--- src/rtl/core/bfp_pkg.sv ---
`default_nettype none

package bfp_pkg;

	localparam int BUFFER_BYTES  = 256;
	localparam int STORE_BYTES   = BUFFER_BYTES + 4;
	localparam int CAPACITY_BITS = BUFFER_BYTES * 8;

	localparam int BYTE_SHIFT = 3;
	localparam int NUM_BANKS  = 1 << BYTE_SHIFT;
	localparam int NUM_ROWS   = (STORE_BYTES + NUM_BANKS - 1) / NUM_BANKS;
	localparam int ROW_W      = $clog2(NUM_ROWS);

	localparam int POS_W  = 12;
	localparam int BADR_W = 9;
	localparam int LEN_W  = 6;
	localparam int VAL_W  = 31;
	localparam int WIN_W  = 40;

	typedef enum logic [2:0] {
		OP_APPEND = 3'd0,
		OP_SET    = 3'd1,
		OP_CLEAR  = 3'd2,
		OP_TEST   = 3'd3,
		OP_READ   = 3'd4
	} opcode_t;

	typedef enum logic [1:0] {
		ST_CLEAR,
		ST_IDLE,
		ST_MODIFY
	} state_t;

	// one accepted item, held while its bank reads are in flight
	typedef struct packed {
		logic [2:0]        opcode;
		logic [VAL_W-1:0]  value;
		logic [LEN_W-1:0]  len;
		logic [BADR_W-1:0] first;
		logic [2:0]        bitsel;
		logic [POS_W-1:0]  pos;
	} item_t;

	typedef struct packed {
		logic             ok;
		logic             bit_value;
		logic [7:0]       byte_value;
		logic [POS_W-1:0] bit_position;
	} result_t;

endpackage

`default_nettype wire

--- src/rtl/core/bfp_ram.sv ---
`default_nettype none

module bfp_ram #(
	parameter int DEPTH = 33,
	parameter int WIDTH = 8
) (
	input  wire logic                     clk,
	input  wire logic                     we,
	input  wire logic [$clog2(DEPTH)-1:0] waddr,
	input  wire logic [WIDTH-1:0]         wdata,
	input  wire logic                     re,
	input  wire logic [$clog2(DEPTH)-1:0] raddr,
	output      logic [WIDTH-1:0]         rdata
);

	logic [WIDTH-1:0] mem [DEPTH];

	always_ff @(posedge clk) begin
		if (we) begin
			mem[waddr] <= wdata;
		end
	end

	always_ff @(posedge clk) begin
		if (re) begin
			rdata <= mem[raddr];
		end
	end

endmodule

`default_nettype wire

--- src/rtl/core/bfp_merge.sv ---
`default_nettype none

module bfp_merge import bfp_pkg::*; (
	input  wire item_t                           item,
	input  wire logic [NUM_BANKS-1:0][7:0]       rdata,
	output      logic [NUM_BANKS-1:0]            wr_en,
	output      logic [NUM_BANKS-1:0][7:0]       wr_data,
	output      result_t                         res
);

	logic [7:0]        win  [NUM_BANKS];
	logic [7:0]        newb [NUM_BANKS];
	logic [WIN_W-1:0]  window;
	logic [WIN_W-1:0]  merged;
	logic [VAL_W-1:0]  vmasked;
	logic [2:0]        offset;
	logic [5:0]        tail;
	logic [6:0]        span;
	logic [POS_W:0]    end_pos;
	logic              spill;
	logic              app_ok;
	logic              in_store;
	logic [7:0]        bmask;

	// gather the five-byte window starting at the item's first byte
	always_comb begin
		for (int i = 0; i < NUM_BANKS; i++) begin
			logic [BADR_W:0] a;
			a = {1'b0, item.first} + (BADR_W+1)'(i);
			if (i < 5 && a < (BADR_W+1)'(STORE_BYTES)) begin
				win[i] = rdata[a[2:0]];
			end else begin
				win[i] = 8'h00;
			end
		end
		window = {win[0], win[1], win[2], win[3], win[4]};
	end

	// keep bits ahead of the position, clear the rest, drop the field in
	always_comb begin
		offset  = item.pos[2:0];
		span    = 7'(offset) + 7'(item.len);
		spill   = span > 7'd32;
		end_pos = {1'b0, item.pos} + (POS_W+1)'(item.len);
		app_ok  = !item.len[5] && end_pos <= (POS_W+1)'(CAPACITY_BITS);
		vmasked = item.value & ({VAL_W{1'b1}} >> (5'd31 - item.len[4:0]));
		tail    = 6'(WIN_W) - 6'(offset) - 6'(item.len[4:0]);
		merged  = (window & ~({WIN_W{1'b1}} >> offset))
			| ({{(WIN_W-VAL_W){1'b0}}, vmasked} << tail);
		for (int i = 0; i < NUM_BANKS; i++) begin
			if (i < 5) begin
				newb[i] = merged[WIN_W-1-8*i -: 8];
			end else begin
				newb[i] = 8'h00;
			end
		end
	end

	assign in_store = {1'b0, item.first} < (BADR_W+1)'(STORE_BYTES);
	assign bmask    = 8'b1 << item.bitsel;

	// route window bytes back to their banks
	always_comb begin
		for (int b = 0; b < NUM_BANKS; b++) begin
			logic [2:0]      i;
			logic [BADR_W:0] a;
			i = 3'(b) - item.first[2:0];
			a = {1'b0, item.first} + (BADR_W+1)'(i);
			wr_en[b]   = 1'b0;
			wr_data[b] = 8'h00;
			unique case (item.opcode)
				OP_APPEND: begin
					wr_en[b]   = app_ok && (i < 3'd4 || (i == 3'd4 && spill))
						&& a < (BADR_W+1)'(STORE_BYTES);
					wr_data[b] = newb[i];
				end
				OP_SET: begin
					wr_en[b]   = in_store && i == 3'd0;
					wr_data[b] = win[0] | bmask;
				end
				OP_CLEAR: begin
					wr_en[b]   = in_store && i == 3'd0;
					wr_data[b] = win[0] & ~bmask;
				end
				default: begin
					wr_en[b]   = 1'b0;
					wr_data[b] = 8'h00;
				end
			endcase
		end
	end

	always_comb begin
		res.ok           = 1'b1;
		res.bit_value    = 1'b0;
		res.byte_value   = 8'h00;
		res.bit_position = item.pos;
		unique case (item.opcode)
			OP_APPEND: begin
				res.ok = app_ok;
				if (app_ok) begin
					res.bit_position = end_pos[POS_W-1:0];
				end
			end
			OP_SET, OP_CLEAR: begin
				res.ok = 1'b1;
			end
			OP_TEST: begin
				res.bit_value = |(win[0] & bmask);
			end
			OP_READ: begin
				res.byte_value = win[0];
			end
			default: begin
				res.ok = 1'b0;
			end
		endcase
	end

endmodule

`default_nettype wire

--- src/rtl/core/bit_field_packer.sv ---
// A result is registered on the output port at commit, after its bank read.
// Transactions do not overlap: bank read, then merge and write back, then the next.
// A stalled output holds the merge step; the block then waits before writing.
// Reset: arst_n clears control and position at once, then a clearing pass zeroes
// the byte store, one row of all eight banks per cycle; in_ready stays low meanwhile.
`default_nettype none

module bit_field_packer import bfp_pkg::*; (
	input  wire logic              clk,
	input  wire logic              arst_n,
	input  wire logic              in_valid,
	output      logic              in_ready,
	input  wire logic [2:0]        opcode,
	input  wire logic [VAL_W-1:0]  field_value,
	input  wire logic [LEN_W-1:0]  field_len,
	input  wire logic [POS_W-1:0]  bit_index,
	input  wire logic [BADR_W-1:0] byte_addr,
	output      logic              out_valid,
	input  wire logic              out_ready,
	output      logic              ok,
	output      logic              bit_value,
	output      logic [7:0]        byte_value,
	output      logic [POS_W-1:0]  bit_position
);

	state_t state_q, state_d;

	logic [ROW_W-1:0]                  clr_row_q;
	logic [POS_W-1:0]                  write_pos_q;
	item_t                             item_s1;
	logic [NUM_BANKS-1:0][ROW_W-1:0]   rows_s1;
	logic [NUM_BANKS-1:0][ROW_W-1:0]   rd_rows;
	logic [NUM_BANKS-1:0][7:0]         rdata;
	logic [NUM_BANKS-1:0]              mg_wr_en;
	logic [NUM_BANKS-1:0][7:0]         mg_wr_data;
	logic [NUM_BANKS-1:0]              mem_we;
	logic [NUM_BANKS-1:0][ROW_W-1:0]   mem_waddr;
	logic [NUM_BANKS-1:0][7:0]         mem_wdata;
	logic                              accept;
	logic                              commit;
	logic [BADR_W-1:0]                 first;
	result_t                           res;

	logic              out_valid_q;
	logic              ok_q;
	logic              bit_value_q;
	logic [7:0]        byte_value_q;
	logic [POS_W-1:0]  bit_position_q;

	assign accept = in_valid && in_ready;
	// write back only once the output register can take the result
	assign commit = state_q == ST_MODIFY && (!out_valid_q || out_ready);

	// next state
	always_comb begin
		state_d = state_q;
		unique case (state_q)
			ST_CLEAR: begin
				if (clr_row_q == ROW_W'(NUM_ROWS - 1)) begin
					state_d = ST_IDLE;
				end
			end
			ST_IDLE: begin
				if (in_valid) begin
					state_d = ST_MODIFY;
				end
			end
			ST_MODIFY: begin
				if (commit) begin
					state_d = ST_IDLE;
				end
			end
			default: begin
				state_d = ST_CLEAR;
			end
		endcase
	end

	// state outputs: input handshake and bank write port selection
	always_comb begin
		in_ready  = 1'b0;
		mem_we    = '0;
		mem_waddr = rows_s1;
		mem_wdata = mg_wr_data;
		unique case (state_q)
			ST_CLEAR: begin
				mem_we    = '1;
				mem_waddr = {NUM_BANKS{clr_row_q}};
				mem_wdata = '0;
			end
			ST_IDLE: begin
				in_ready = 1'b1;
			end
			ST_MODIFY: begin
				if (commit) begin
					mem_we = mg_wr_en;
				end
			end
			default: begin
				in_ready = 1'b0;
			end
		endcase
	end

	// first byte of the window: write position for append, else the addressed byte
	always_comb begin
		case (opcode)
			OP_APPEND:                 first = write_pos_q[POS_W-1:BYTE_SHIFT];
			OP_SET, OP_CLEAR, OP_TEST: first = bit_index[POS_W-1:BYTE_SHIFT];
			default:                   first = byte_addr;
		endcase
	end

	// each bank serves the one window byte that falls in it, on this row or the next
	always_comb begin
		for (int b = 0; b < NUM_BANKS; b++) begin
			logic [2:0]      i;
			logic [BADR_W:0] a;
			i = 3'(b) - first[2:0];
			a = {1'b0, first} + (BADR_W+1)'(i);
			if (a[BADR_W:BYTE_SHIFT] < (BADR_W+1-BYTE_SHIFT)'(NUM_ROWS)) begin
				rd_rows[b] = ROW_W'(a[BADR_W:BYTE_SHIFT]);
			end else begin
				rd_rows[b] = '0;
			end
		end
	end

	for (genvar g = 0; g < NUM_BANKS; g++) begin : g_bank
		bfp_ram #(
			.DEPTH(NUM_ROWS),
			.WIDTH(8)
		) u_ram (
			.clk  (clk),
			.we   (mem_we[g]),
			.waddr(mem_waddr[g]),
			.wdata(mem_wdata[g]),
			.re   (accept),
			.raddr(rd_rows[g]),
			.rdata(rdata[g])
		);
	end

	bfp_merge u_merge (
		.item   (item_s1),
		.rdata  (rdata),
		.wr_en  (mg_wr_en),
		.wr_data(mg_wr_data),
		.res    (res)
	);

	always_ff @(posedge clk or negedge arst_n) begin
		if (!arst_n) begin
			state_q     <= ST_CLEAR;
			clr_row_q   <= '0;
			write_pos_q <= '0;
			out_valid_q <= 1'b0;
		end else begin
			state_q <= state_d;
			if (state_q == ST_CLEAR) begin
				clr_row_q <= clr_row_q + ROW_W'(1);
			end
			if (commit) begin
				write_pos_q <= res.bit_position;
				out_valid_q <= 1'b1;
			end else if (out_ready) begin
				out_valid_q <= 1'b0;
			end
		end
	end

	// hold the item and its rows across the read cycle
	always_ff @(posedge clk) begin
		if (accept) begin
			item_s1.opcode <= opcode;
			item_s1.value  <= field_value;
			item_s1.len    <= field_len;
			item_s1.first  <= first;
			item_s1.bitsel <= bit_index[BYTE_SHIFT-1:0];
			item_s1.pos    <= write_pos_q;
			rows_s1        <= rd_rows;
		end
	end

	always_ff @(posedge clk) begin
		if (commit) begin
			ok_q           <= res.ok;
			bit_value_q    <= res.bit_value;
			byte_value_q   <= res.byte_value;
			bit_position_q <= res.bit_position;
		end
	end

	assign out_valid    = out_valid_q;
	assign ok           = ok_q;
	assign bit_value    = bit_value_q;
	assign byte_value   = byte_value_q;
	assign bit_position = bit_position_q;

endmodule

`default_nettype wire

--- config.mk ---
export PLATFORM = sky130hd
export DESIGN_NAME = bit_field_packer
export DESIGN_NICKNAME = d
export VERILOG_FILES = /design/src/rtl/core/bfp_pkg.sv /design/src/rtl/core/bfp_ram.sv /design/src/rtl/core/bfp_merge.sv /design/src/rtl/core/bit_field_packer.sv
export SDC_FILE = /design/constraint.sdc
export NUM_CORES = 2
export LEC_CHECK = 0
export ABC_AREA = 1
export BUFFER_PORTS_ARGS = -buffer_cell sky130_fd_sc_hd__buf_2
export CORE_MARGIN = 10
export CORE_UTILIZATION = 45
export DETAILED_ROUTE_END_ITERATION = 8
export GPL_ROUTABILITY_DRIVEN = 0
export PLACE_DENSITY = 0.67
export SLEW_MARGIN = 20
export SYNTH_ARGS = -nofsm -noshare
export SYNTH_HDL_FRONTEND = slang
export SYNTH_SLANG_ARGS = --single-unit
--- constraint.sdc ---
create_clock -name clk -period 8.7 [get_ports clk]
set_input_delay 1.74 -clock clk [delete_from_list [all_inputs] [get_ports clk]]
set_output_delay 1.74 -clock clk [all_outputs]
set_load 0.02 [all_outputs]
==> impl_metrics.tcl <==
set metrics [dict create \
    status "finished with violations" \
    failed_checks "DRC" \
    synth_area_per_cell_um2 10.5 \
    cp_slowest_cell "nand3_1" \
    worstRegToRegCells 18 \
    ir_worst_vdd_v 0.000245 \
    yosysTopAreaCell "edfxtp_1" \
    path_max_fanout 59 \
    slew_violations 0 \
    synth_common_cells "nand2_1, edfxtp_1, nand3_1" \
    timing.fmax_ghz 0.153 \
    post-route-period-util 0.752 \
    hp-class "flop to flop" \
    min_to "item_s1[8]$_DFFE_PP_" \
    routedWlPerCell_um 22.1 \
    drtIter0Drc 9615 \
    synth_edf_count 2310 \
    tritoncts "done" \
    synthArstFlopShare 0.00901 \
    coreArea_mm2 0.233 \
    slew_headroom 0.199 \
    first_pass_iters 9 \
    multi_input_area_mm2 0.0313 \
    grt_antenna_before_repair 5 \
    dpl.hpwl_mm 188 \
    die_x_um 504 \
    cp_num_buf_inv 7 \
    worst_pin_slew_ns 1.20 \
    endpoint_kind "flop" \
    layout-drive-gt1-share 0.104 \
    ant_nets 0 \
    r2r_end "g_bank[1].u_ram.mem[2][5]$_DFFE_PP_" \
    cts_resized 0 \
    via_per_inst 5.65 \
    die_h_um 504 \
    postCtsSetupBuffers 0 \
    grt_max_degree 161 \
    hold_slack_ns 0.455 \
    ys_ff_latch 2331 \
    grt_pass1_wl_mm 440 \
    wirelength_mm 294 \
    area_growth_pct 10.8 \
    arrival_ns 7.19 \
    ys_types 61 \
    cts_root_buffer "clkbuf_16" \
    synth-seq-area-share 0.663 \
    r2r-start "item_s1[27]$_DFFE_PP_" \
    io_pins 89 \
    setup_viol 0 \
    clock_latency_ns 0.92 \
    grt_pass1_vias 70900 \
    syn_inst 10000 \
    cpPeakStageDelay_ns 0.64 \
    seq_area_mm2 0.0699 \
    synthTopCellsByArea "edfxtp_1, nand2_1, nand3_1" \
    grtUsageTotal 0.221 \
    clk_pin_slew_ns 0.06 \
    h-tree-depth 4 \
    netlist_area_mm2 0.105 \
    hold_violations 0 \
    layout_min_cycle_time_ns 6.54 \
    tns_ns 0 \
    nNetsFinal 10100 \
    powerDensity_mw_per_mm2 292 \
    cts_buffers 227 \
    n_fill_cell 20400 \
    startpoint_type "primary input" \
    yosys_warnings 0 \
    syn_nets 10100 \
    dp.cells 12800 \
    rsz0062_at_grt "no" \
    p_leak_nw 43.2 \
    vias 75100 \
    synth_top_area_share 0.658 \
    drv_cap 0 \
    min_path_cells 0 \
    path_common_cell "nand3_1" \
    cts.path.max_buffers 3 \
    crit_required_ns 9.35 \
    portBuffers 88 \
    min-delay-start "write_pos_q[8]$_DFFE_PN0P_" \
    row_count 177 \
    cts_sinks 2331 \
    hold_buffers 0 \
    start_util 0.453 \
    post-synth-top-count-cell "nand2_1" \
    die_area_mm2 0.254 \
    finClkSkew_ns 0.0796 \
    path_delay_family "simple AND/OR/NAND/NOR gates" \
    r2r_setup_slack_ns 2.23 \
    synth_ff_type "edfxtp_1" \
    grt_overflow 0 \
    finalNonFillerCells 13300 \
    crit_type "primary input to flop" \
    drcViolationCount 31 \
]
[area by class of cell]
class / count / share of cell area
antenna: 5 / 0.000107
clock buffer: 264 / 0.0499
clock inverter: 162 / 0.0159
inverter: 636 / 0.0205
multi-input combinational: 6546 / 0.268
sequential: 2331 / 0.598
tap: 3132 / 0.0335
timing repair buffer: 210 / 0.0137
[registers in the layout, indices dropped and copies added (netlist names), 2 cells and up]
name and count:
g_bank.u_ram.rdata 64, write_pos_q 12, byte_value 8, bit_position 12, g_bank.u_ram.mem 2112, item_s1 64, clr_row_q 6, rows_s1 48
state_q 2
[power by group]
group | total [mW] | internal (mW) | switching (mW)
registers | 14.3 | 13.9 | 0.380
logic | 9.74 | 2.31 | 7.43
clock network | 10.1 | 5.72 | 4.33
[logic make-up (layout without fill, tap and decap cells)]
logic type	after synthesis	after routing	synth area share
buffers and inverters	1157	1272	0.0469
multiplexers	6	6	0.000570
XOR/XNOR	35	35	0.00291
AND/OR/NAND/NOR	5417	5417	0.223
adder cells (fa/ha/maj)	47	47	0.00572
flip-flops	2331	2331	0.663
AO/OA/AOI/OAI	1041	1041	0.0577
other	0	5	0
[worst max path at each step]
stage / slack, ns / to / depth (start not counted) / start
finish: 2.16 / g_bank[2].u_ram.rdata[0]$_DFFE_PP_ / 28 / opcode[1]
global placement: 1.50 / g_bank[2].u_ram.rdata[3]$_DFFE_PP_ / 28 / opcode[1]
floorplan: 1.89 / g_bank[0].u_ram.rdata[0]$_DFFE_PP_ / 2 / in_valid
detailed placement: 1.43 / g_bank[2].u_ram.rdata[0]$_DFFE_PP_ / 28 / opcode[1]
CTS: 2.39 / g_bank[2].u_ram.rdata[0]$_DFFE_PP_ / 28 / opcode[1]
global route: 1.73 / g_bank[2].u_ram.rdata[0]$_DFFE_PP_ / 28 / opcode[1]
[placed cells by master, fill, tap and decap left out, types with 11 or more instances in the layout]
cell and count:
a21oi_1 136, a21oi_2 26, a21oi_4 40, buf_2 88, buf_4 106, bufinv_16 30
clkbuf_1 36, clkbuf_16 227, clkinv_1 79, clkinv_2 55, clkinvlp_4 11, dfrtp_1 21
edfxtp_1 2310, ha_1 45, inv_1 567, inv_2 34, nand2_1 2576, nand2_2 27
nand3_1 1282, nand3_2 18, nand4_1 142, nor2_1 974, nor2_4 18, nor3_1 25
o211ai_1 193, o21ai_0 492, o21ai_1 12, o21bai_1 18, o221ai_1 46, o22ai_1 37
or2_0 17, or2_2 299, xor2_1 25
[through the flow]
| step | power [mW] | cell area [um^2] | utilization | setup WS (ns) |
|---|---|---|---|---|
| floorplan | 20.6 | 105000 | - | 1.89 |
| global placement | 23.8 | 109000 | 0.467 | 1.50 |
| detailed placement | 24.0 | 109000 | 0.468 | 1.43 |
| CTS | 33.9 | 117000 | 0.501 | 2.39 |
| global route | 35.5 | 117000 | 0.501 | 1.73 |
| finish | 34.1 | 117000 | 0.501 | 2.16 |
[routing by layer]
layer	GRT usage	share of wire	routed length [um]
met5	0	0.00015	44
met1	0.297	0.40	117000
met4	0.106	0.052	15300
met2	0.346	0.46	134000
met3	0.0423	0.094	27600
[worst register-to-register path, delay by kind of cell (launching register included)]
kind | cells | cell delay, ns
AO/OA/AOI/OAI | 1 | 0.95
adder cells (fa/ha/maj) | 1 | 0.50
XOR/XNOR | 1 | 0.15
buffers and inverters | 5 | 2.10
flip-flops | 1 | 0.76
AND/OR/NAND/NOR | 10 | 1.88
No activity file was read; power rests on OpenSTA's default activity.
